`config.mk`:
```
export PLATFORM = sky130hd
export DESIGN_NAME = record_table_with_sort_top
export DESIGN_NICKNAME = d
export VERILOG_FILES = /design/src/rtl/core/rts_pkg.sv /design/src/rtl/core/rts_ram.sv /design/src/rtl/core/record_table_with_sort_top.sv
export VERILOG_INCLUDE_DIRS = /design/src /design/src/rtl/core
export SDC_FILE = /design/constraint.sdc
export NUM_CORES = 2
export LEC_CHECK = 0
export BUFFER_PORTS_ARGS = -buffer_cell sky130_fd_sc_hd__buf_4
export CAP_MARGIN = 20
export CORE_MARGIN = 2
export CORE_UTILIZATION = 56
export DETAILED_ROUTE_END_ITERATION = 12
export GPL_ROUTABILITY_DRIVEN = 0
export MAX_ROUTING_LAYER = met4
export PLACE_DENSITY_LB_ADDON = 0.12
export SYNTH_ARGS = -nofsm -noshare
export SYNTH_HDL_FRONTEND = slang
export SYNTH_SLANG_ARGS = --single-unit
```
`constraint.sdc`:
```
create_clock -name clk -period 10.25 [get_ports clk]
set_input_delay 2.05 -clock clk [delete_from_list [all_inputs] [get_ports clk]]
set_output_delay 2.05 -clock clk [all_outputs]
set_load 0.02 [all_outputs]
```
`src/rtl/core/record_table_with_sort_top_defines.svh`:
```
// Assertion macros for the record table block
`ifndef RECORD_TABLE_WITH_SORT_TOP_DEFINES_SVH
`define RECORD_TABLE_WITH_SORT_TOP_DEFINES_SVH
// implication checked on every rising clock edge out of reset
`define RTS_ASSERT_IMP(lbl, ante, cons) \
	lbl: assert property (@(posedge clk) disable iff (!arst_n) (ante) |-> (cons)) \
		else $error("assertion failed");
// implication whose consequent is checked in the cycle after the antecedent
`define RTS_ASSERT_NEXT(lbl, ante, cons) \
	lbl: assert property (@(posedge clk) disable iff (!arst_n) (ante) |=> (cons)) \
		else $error("assertion failed");
`endif

```
`src/rtl/core/rts_pkg.sv`:
```
// Package: shared constants and types of the record table
`default_nettype none
package rts_pkg;
	localparam int DEF_ENTRIES = 16;
	localparam int REC_W = 96;
	localparam logic [2:0] ACT_INSERT = 3'd0;
	localparam logic [2:0] ACT_MODIFY = 3'd1;
	localparam logic [2:0] ACT_DELETE = 3'd2;
	localparam logic [2:0] ACT_FINDMAX = 3'd3;
	localparam logic [2:0] ACT_SORT = 3'd4;
	localparam logic [1:0] ST_OK = 2'd0;
	localparam logic [1:0] ST_NOTFOUND = 2'd1;
	localparam logic [1:0] ST_EMPTY = 2'd2;
	localparam logic [1:0] ST_FULL = 2'd3;
	typedef struct packed {
		logic [31:0] quantity;
		logic [31:0] amount;
		logic [31:0] code;
	} rec_t;
endpackage
`default_nettype wire

```
`src/rtl/core/rts_ram.sv`:
```
// Generic single-port-write, single-read RAM with registered read
`default_nettype none
module rts_ram #(
	parameter int WIDTH = 32,
	parameter int DEPTH = 16
) (
	input  wire                     clk,
	input  wire                     we,
	input  wire [$clog2(DEPTH)-1:0] waddr,
	input  wire [WIDTH-1:0]         wdata,
	input  wire [$clog2(DEPTH)-1:0] raddr,
	output logic [WIDTH-1:0]        rdata
);
	logic [WIDTH-1:0] mem_q [DEPTH];
	// write and registered read
	always_ff @(posedge clk) begin
		if (we) mem_q[waddr] <= wdata;
		rdata <= mem_q[raddr];
	end
endmodule
`default_nettype wire

```
`src/rtl/core/record_table_with_sort_top.sv`:
```
// Top level: record table with searches and descending exchange sort
// Insert: written and answered in S_WAIT. Modify/delete/find-max: one scan of the table,
// a read (S_SCAN) and a compare (S_SCANW) per slot, then S_OUT. Sort: per outer slot,
// read slot i (S_RI), read (S_RJ) and compare (S_CMP) each later slot, write slot i back
// (S_WAIT); then ENTRIES results, each read (S_EMIT) and sent (S_EMITW). One item at a
// time, set by the single RAM read port. Reset clears the count; S_CLR zeroes the RAM.
`default_nettype none
`include "record_table_with_sort_top_defines.svh"
module record_table_with_sort_top import rts_pkg::*; #(
	parameter int ENTRIES = DEF_ENTRIES
) (
	input  wire         clk,
	input  wire         arst_n,
	input  wire         s_tvalid,
	output logic        s_tready,
	// action[2:0], key_code[34:3], new_code[66:35], new_amount[98:67],
	// new_quantity[130:99], zero fill
	input  wire [135:0] s_tdata,
	output logic        m_tvalid,
	input  wire         m_tready,
	// status[1:0], position[5:2], out_code[37:6], out_amount[69:38],
	// out_quantity[101:70], zero fill
	output logic [103:0] m_tdata,
	output logic        m_tlast
);
	localparam int AW = $clog2(ENTRIES);
	localparam int CW = $clog2(ENTRIES + 1);
	localparam logic [AW-1:0] LAST_IDX = AW'(ENTRIES - 1);

	localparam logic [3:0] S_CLR = 4'd0, S_IDLE = 4'd1, S_SCAN = 4'd2, S_SCANW = 4'd3,
		S_RI = 4'd4, S_RJ = 4'd5, S_CMP = 4'd6, S_EMIT = 4'd7, S_EMITW = 4'd8,
		S_OUT = 4'd9, S_WAIT = 4'd10;

	logic [3:0] state_q;
	logic [CW-1:0] count_q;
	logic [AW-1:0] i_q, j_q, hit_q;
	logic hit_v_q;
	logic [2:0] act_q;
	logic [31:0] key_q;
	rec_t new_q, ri_q, best_q;
	logic we;
	logic [AW-1:0] waddr, raddr;
	rec_t wdata, rdata;

	rts_ram #(.WIDTH(REC_W), .DEPTH(ENTRIES)) u_ram (
		.clk(clk), .we(we), .waddr(waddr), .wdata(wdata), .raddr(raddr), .rdata(rdata)
	);

	logic [1:0] o_st_q;
	logic [3:0] o_pos_q;
	rec_t o_rec_q;
	logic o_last_q, o_v_q;
	logic [AW-1:0] rd_q;

	assign s_tready = (state_q == S_IDLE) && !o_v_q;
	assign m_tvalid = o_v_q;
	assign m_tlast = o_last_q;
	assign m_tdata = {2'b0, o_rec_q.quantity, o_rec_q.amount, o_rec_q.code, o_pos_q, o_st_q};

	// RAM port control
	always_comb begin
		we = 1'b0;
		waddr = i_q;
		wdata = '0;
		raddr = rd_q;
		case (state_q)
			S_CLR: begin
				we = 1'b1;
			end
			S_CMP: begin
				// swap when amount[j] > amount[i]: write j now, i stays in ri_q
				if ($signed(rdata.amount) > $signed(ri_q.amount)) begin
					we = 1'b1;
					waddr = j_q;
					wdata = ri_q;
				end
			end
			S_WAIT: begin
				we = (act_q != ACT_SORT);
				waddr = (act_q == ACT_INSERT) ? count_q[AW-1:0] : hit_q;
				wdata = new_q;
				if (act_q == ACT_SORT) begin
					we = 1'b1;
					waddr = i_q;
					wdata = ri_q;
				end
			end
			default: ;
		endcase
	end

	// sequencer
	always_ff @(posedge clk or negedge arst_n) begin
		if (!arst_n) begin
			state_q <= S_CLR;
			count_q <= '0;
			i_q <= '0;
			j_q <= '0;
			rd_q <= '0;
			hit_v_q <= 1'b0;
			o_v_q <= 1'b0;
			act_q <= '0;
		end else begin
			if (o_v_q && m_tready) o_v_q <= 1'b0;
			case (state_q)
				S_CLR: begin
					i_q <= i_q + 1'b1;
					if (i_q == LAST_IDX) begin
						state_q <= S_IDLE;
						i_q <= '0;
					end
				end
				S_IDLE: begin
					if (s_tvalid && s_tready) begin
						act_q <= s_tdata[2:0];
						key_q <= s_tdata[34:3];
						new_q <= {s_tdata[130:99], s_tdata[98:67], s_tdata[66:35]};
						hit_v_q <= 1'b0;
						best_q <= '0;
						rd_q <= '0;
						i_q <= '0;
						o_pos_q <= '0;
						o_rec_q <= '0;
						o_last_q <= 1'b1;
						case (s_tdata[2:0])
							ACT_INSERT: begin
								if (count_q == CW'(ENTRIES)) begin
									o_st_q <= ST_FULL;
									o_v_q <= 1'b1;
								end else begin
									o_st_q <= ST_OK;
									o_pos_q <= 4'(count_q);
									o_rec_q <= {s_tdata[130:99], s_tdata[98:67],
										s_tdata[66:35]};
									state_q <= S_WAIT;
								end
							end
							ACT_MODIFY, ACT_DELETE, ACT_SORT: begin
								if (count_q == '0) begin
									o_st_q <= ST_EMPTY;
									o_v_q <= 1'b1;
								end else if (s_tdata[2:0] == ACT_SORT) begin
									state_q <= S_RI;
								end else begin
									state_q <= S_SCAN;
								end
							end
							ACT_FINDMAX: begin
								if (count_q == '0) begin
									o_st_q <= ST_NOTFOUND;
									o_v_q <= 1'b1;
								end else begin
									state_q <= S_SCAN;
								end
							end
							default: ;
						endcase
					end
				end
				S_SCAN: begin
					// read of slot i issued; data arrives next cycle
					rd_q <= rd_q + 1'b1;
					state_q <= S_SCANW;
				end
				S_SCANW: begin
					if (act_q == ACT_FINDMAX) begin
						if ($signed(rdata.amount) > $signed(best_q.amount)) begin
							best_q <= rdata;
							hit_q <= i_q;
							hit_v_q <= 1'b1;
						end
					end else if (!hit_v_q && rdata.code == key_q) begin
						hit_q <= i_q;
						hit_v_q <= 1'b1;
					end
					i_q <= i_q + 1'b1;
					if (i_q == LAST_IDX) begin
						state_q <= S_OUT;
					end else begin
						state_q <= S_SCAN;
					end
				end
				S_OUT: begin
					if (!hit_v_q) begin
						o_st_q <= ST_NOTFOUND;
						o_v_q <= 1'b1;
						state_q <= S_IDLE;
					end else begin
						o_st_q <= ST_OK;
						o_pos_q <= 4'(hit_q);
						if (act_q == ACT_FINDMAX) begin
							o_rec_q <= best_q;
							o_v_q <= 1'b1;
							state_q <= S_IDLE;
						end else if (act_q == ACT_DELETE) begin
							new_q <= '1;
							o_rec_q <= '1;
							state_q <= S_WAIT;
						end else begin
							o_rec_q <= new_q;
							state_q <= S_WAIT;
						end
					end
				end
				S_WAIT: begin
					// write back (insert/modify/delete) or slot i after sort pass
					if (act_q == ACT_SORT) begin
						if (i_q == LAST_IDX - 1'b1) begin
							rd_q <= '0;
							i_q <= '0;
							state_q <= S_EMIT;
						end else begin
							i_q <= i_q + 1'b1;
							rd_q <= i_q + 1'b1;
							state_q <= S_RI;
						end
					end else begin
						if (act_q == ACT_INSERT) count_q <= count_q + 1'b1;
						o_v_q <= 1'b1;
						state_q <= S_IDLE;
					end
				end
				S_RI: begin
					rd_q <= i_q + 1'b1;
					j_q <= i_q + 1'b1;
					state_q <= S_RJ;
				end
				S_RJ: begin
					// first cycle: rdata is slot i
					if (j_q == i_q + 1'b1 && rd_q == j_q) ri_q <= rdata;
					state_q <= S_CMP;
				end
				S_CMP: begin
					if ($signed(rdata.amount) > $signed(ri_q.amount)) ri_q <= rdata;
					if (j_q == LAST_IDX) begin
						state_q <= S_WAIT;
					end else begin
						j_q <= j_q + 1'b1;
						rd_q <= j_q + 1'b1;
						state_q <= S_RJ;
					end
				end
				S_EMIT: begin
					if (!o_v_q || m_tready) begin
						rd_q <= rd_q + 1'b1;
						state_q <= S_EMITW;
					end
				end
				S_EMITW: begin
					o_v_q <= 1'b1;
					o_st_q <= ST_OK;
					o_pos_q <= 4'(i_q);
					o_rec_q <= rdata;
					o_last_q <= (i_q == LAST_IDX);
					i_q <= i_q + 1'b1;
					state_q <= (i_q == LAST_IDX) ? S_IDLE : S_EMIT;
				end
				default: state_q <= S_IDLE;
			endcase
		end
	end

	`RTS_ASSERT_IMP(a_cnt_range, 1'b1, count_q <= CW'(ENTRIES))
	`RTS_ASSERT_IMP(a_no_accept_busy, state_q != S_IDLE, !s_tready)
	`RTS_ASSERT_NEXT(a_insert_grows, state_q == S_WAIT && act_q == ACT_INSERT,
		count_q == $past(count_q) + 1'b1)
	`RTS_ASSERT_IMP(a_emit_ok, o_v_q && !o_last_q, o_st_q == ST_OK)
endmodule
`default_nettype wire

```
After elaboration in Yosys (flattened, before gate mapping)
Memories as Yosys holds them, arrays and structs flattened. A register that Yosys moved wholly into a read port is not among the register bits. Cells that the tools add are included.

Memory bits (writable): 1536. Output and inout port bits: 107. Memories kept: 1. Register bits after elaboration: 453. Logic and storage cells: 203. Bits of input ports: 140.

Add/subtract/negate cells: 4. Magnitude comparators: 2. Multiplexer cells: 86. Equality and inequality tests: 45. Bitwise operators: 1. Reductions and logical operators: 39.

Memories: u_ram.mem_q (depth 16, width 96, read ports 1, clocked after memory_dff 1, write ports 1, line rts_ram.sv:14) `logic [WIDTH-1:0] mem_q [DEPTH];`.

Operators with widths (number): $mux W96 (16); $pmux W96 S2 (4); $pmux W96 S3 (1); $mux W4 (27); $gt A32 B32 Y1 (2); $pmux W4 S11 (1); $eq A32 B32 Y1 (1); $eq A4 B4 Y1 const B (6); $ne A3 B3 Y1 const B (8); $pmux W4 S3 (2); $pmux W4 S6 (1); $ne A2 B2 Y1 const B (10); $mux W1 (17); $eq A4 B3 Y1 const B (4); $pmux W4 S2 (2); $pmux W4 S4 (1); $reduce_and A4 Y1 (4); $reduce_and A5 Y1 (3); $add A4 B1 Y4 const B (3); $eq A3 B2 Y1 const B (4); $pmux W2 S3 (2); $reduce_and A3 Y1 (4); $reduce_bool A2 Y1 (6); $mux W2 (5); 29 further kinds (43).

Depth between registers and ports, before layout
Word-level depth: 6. Mapped depth: 11. Mapped depth without buffers: 10.

Hierarchy
A second synthesis with hierarchy kept.

Cell total of the unflattened synthesis: 4218. Area, all modules: 81595.8 um^2.

Modules (own cells, without submodules): rts_ram (cells an instance 2460, area an instance 59355.7 um^2, instances 1, seq. area each 48046.1 um^2); record_table_with_sort_top (cells an instance 1758, area an instance 22240.1 um^2, instances 1, seq. area each 13472.9 um^2).

Least setup slack after synthesis
No wires, ideal clock.

Kind: reg2reg. From: reg ri_q[63] (netlist bit). To: mem u_ram.mem_q[13][0] (netlist bit) (enable). Setup time: 0.688 ns. Slack: 0.195 ns. Path buffers: 0. Period minus slack after synthesis: 10.055 ns. Arrival: 9.367 ns. Data required time: 9.562 ns. Stages on the path, launching flop included: 11. Cell sequence: edfxtp_1 inv_1 ha_1 nand4_1 or4_4 o31a_1 a21oi_1 a311oi_1 a221oi_2 o21ai_1 nor3b_1.

Word-level cells in the longest chain between the ends: 5. Elaborated cells between the ends (all ways): 7. Those cells by class: order compare (1); mux (6).

RTL lines: from (decl) (line record_table_with_sort_top.sv:40) `rec_t new_q, ri_q, best_q;`; from (signal assigned) (line record_table_with_sort_top.sv:230) `if (j_q == i_q + 1'b1 && rd_q == j_q) ri_q <= rdata;`; from (signal assigned) (line record_table_with_sort_top.sv:234) `if ($signed(rdata.amount) > $signed(ri_q.amount)) ri_q <= rdata;`; $gt A32 B32 Y1 * (line record_table_with_sort_top.sv:72) `if ($signed(rdata.amount) > $signed(ri_q.amount)) begin`; $mux W1 (line record_table_with_sort_top.sv:72); $pmux W1 S3 (line record_table_with_sort_top.sv:66) `case (state_q)`; $mux W1 (line rts_ram.sv:17) `if (we) mem_q[waddr] <= wdata;`; $mux W1 (not written as such) (line rts_ram.sv:17); to (decl) (line rts_ram.sv:14).

Mark *: on every way between the ends. The rest lies on a longest branch, timed or not.

Worst setup path in the final report
From: reg ri_q[63] (netlist bit). To: mem u_ram.mem_q[7][73] (netlist bit) (enable).

The elaborated chain is that of the path after synthesis.

==> results.md <==
- Final Hold Fails: 0
- R2R Setup Slk: 4.62 ns
- # DRC: 0
- Port Buffers: 239
- Crit-path max cell delay: 0.95 ns
- First-pass GRT wire length: ~320 mm
- Tot Pwr: 21300 µW
- Top cells by count, synth: edfxtp_1, nand2_1, o21ai_0
- Max Fanout on Critical Path: 39
- Most frequent cell after synthesis: edfxtp_1
- Reg2Reg Depth: 11
- Fmax: 178 MHz
- Endpoints failing setup: 0
- Slowest CP cell: and3b_4
- Layout cells sized above 1: 17.9%
- Clk_skew: 0.0357 ns
- Count of cell types in the netlist: 71
- Design area: 0.0940 mm²
- FF-to-FF Start: ri_q[63]$_DFFE_PP_
- Dpl hpwl: 110 mm
- Clock sink count: 2085
- Part of the cycle the worst path needs: 54.9%
- Vias in the first global route: 46200
- Slew Viols, Final: 0
- Top cells by area, synth: edfxtp_1, mux4_2, mux2i_1, dfxtp_1, o21ai_0
- Rows: 141
- CP top delay family: simple AND/OR/NAND/NOR gates
- Hold slack: between 0.4 and 0.5 ns
- Post-layout min period: 5.63 ns
- Least-Margin Pin Slew: 1.18 ns
- Hold Crit Start: u_ram.rdata[32]$_DFF_P_
- Starting density of the core: 56.4%
- Share of the synthesized area in the top cell type: 70.8%
- Clk slew on worst S/H paths: 0.06 ns
- Fill count: 10200
- Hold path depth: 0
- Seq/Total Area, Yosys: 73.9%
- Post-Route WL: 217 mm
- Die ar.: 0.152 mm²
- Critical Path RT: about 11 ns
- Pwr/cell area: 227 mW/mm²
- Register bit total from synthesis: around 2100
- Largest area contributor in the netlist: edfxtp_1
- Final #Nets: 5380
- Synth Area per Inst: 16.8 µm²
- Global route overflow: 0
- Worst vdd ir: 282 µV
- Cts bufs inserted: 204
- Crit end category: register
- ANT nets after route: 0
- Post-synth EDFFs: between 1500 and 2000
- Initial antenna violation count: 4
- Slew headroom: between 20% and 30%
- Core Box Area: roughly 0.15 mm²
- Async SR Flop Fraction: under 10%
- Crit path DAT: 6.08 ns
- Drt pass-1 iters: 8
- IO Pins: around 250
- Detailed-route wire length per cell: between 20 and 30 µm
- RSZ-0062 raised after global routing: false
- Setup Buffers After CTS: 0
- Syn Std Cell Area: around 0.083 mm²
- Syn Inst Count: 4957
- DRT iter0 DRCs: 5389
- Outcome: completed
- DR vias/cell: approximately 6.5
- Worst path buffer plus inverter count: 2
- Critical path, cell by cell: inv_1, ha_1, nand4_1, nor2_1, a2bb2oi_1, nand3_1, o211ai_2, nand3_1, o221ai_2, and3b_4, buf_4
- Pin count of the biggest net entering global routing: between 100 and 150
- Worst path depth: 11
- Reg2Reg Capture Point: u_ram.mem_q[7][73]$_DFFE_PP_
- All-Layer GR Usage: between 20% and 30%
- CTS max path bufs: 3
- Depth of the CTS H-tree: 4
- Yosys Warn Count: 0
- Leak: 0.0333 µW
- Area post-placement: 0.0872 mm²
- WS Path Type: register to register
- Setup TNS: 0 ns
- Startpoint Class: register
- Area Growth Syn to Fin: 12.9%
- Main synth FF type: edfxtp_1
- Via count: roughly 47000
- CTS tree: done
- Clk_lat worst skew: 0.84 ns
- Worst Hold End: ri_q[32]$_DFFE_PP_
- Most common cell on crit path: nand3_1
- CTS Hold Bufs: 0
- Hold WC Path Type: register to register
- Post-route core utilization: 63.6%
- Post-CTS sizing: 0
- Total of max-cap violations: 0
- Die W: 389 µm
- Die outline height: approximately 390 µm
- CTS Root Buffer Type: clkbuf_16
cells in the final DEF, fill, tap and decap left out, types with 36 or more instances in the layout:
cell type	instances
a21oi_1	128
inv_1	140
clkbuf_1	42
a221o_1	97
edfxtp_1	1963
o21ai_0	324
dfxtp_1	96
nand2_1	347
a221oi_1	96
clkinv_1	36
and2_1	99
mux4_2	192
mux2i_1	290
nor2_1	146
a22oi_1	101
clkinv_2	43
ha_1	70
a22o_1	97
buf_4	288
clkbuf_16	206
a311oi_1	96
mux2_2	97
state kept, by name (all words and copies together), names as in the netlist, 5 cells and up:
signal       flops
new_q           96
key_q           32
ri_q            96
count_q          5
best_q          96
u_ram.mem_q   1536
m_tdata         96
u_ram.rdata     96
cell type report:
| type | instances | area, µm² | area share [%] |
|---|---|---|---|
| flip-flops and latches | 2085 | 61500 | 65.5 |
| well taps | 1930 | 2410 | 2.57 |
| clock buffers | 270 | 5620 | 5.98 |
| diodes | 2 | 5.00 | 0.00533 |
| inverters | 141 | 529 | 0.563 |
| clock inverters | 113 | 1100 | 1.17 |
| multi-input cells | 2427 | 20200 | 21.5 |
| repair buffers | 311 | 2590 | 2.76 |
worst max path at each step:
stage / from / slack (ns) / endpoint
after floorplan: ri_q[63]$_DFFE_PP_ / 0.20 / u_ram.mem_q[13][0]$_DFFE_PP_
after global placement: ri_q[63]$_DFFE_PP_ / 4.52 / u_ram.mem_q[7][83]$_DFFE_PP_
after detailed placement: ri_q[63]$_DFFE_PP_ / 4.48 / u_ram.mem_q[7][70]$_DFFE_PP_
after CTS: ri_q[63]$_DFFE_PP_ / 4.45 / u_ram.mem_q[7][83]$_DFFE_PP_
after global routing: ri_q[63]$_DFFE_PP_ / 4.36 / u_ram.mem_q[7][79]$_DFFE_PP_
final: ri_q[63]$_DFFE_PP_ / 4.62 / u_ram.mem_q[7][73]$_DFFE_PP_
cell families after synthesis:
logic type,share of synthesized area [%]
adder cells (fa/ha/maj),1.05
multiplexers,10.0
AND/OR/NAND/NOR,3.88
AO/OA/AOI/OAI,8.60
other,0.00451
XOR/XNOR,0.463
flip-flops,73.9
buffers and inverters,2.06
power breakdown:
| group | switching [µW] | internal, µW | leakage [µW] | total [µW] |
|---|---|---|---|---|
| logic | 1960 | 872 | 0.00879 | 2830 |
| clock network | 3180 | 4310 | 0.00331 | 7480 |
| registers | 626 | 10400 | 0.0212 | 11000 |
routing by layer:
| metal | track usage, % | part of all wire [%] |
|---|---|---|
| met2 | 45.2 | 48 |
| met3 | 4.26 | 8.3 |
| met1 | 41.9 | 42 |
| met5 | - | 0 |
| met4 | 7.31 | 2.1 |
through the flow:
step                cells  worst slack [ns]
floorplan            4958             0.195
global placement     6891              4.52
detailed placement   6891              4.48
CTS                  7274              4.45
global route         7278              4.36
finish               7279              4.62
(Power assumes the default switching activity.)
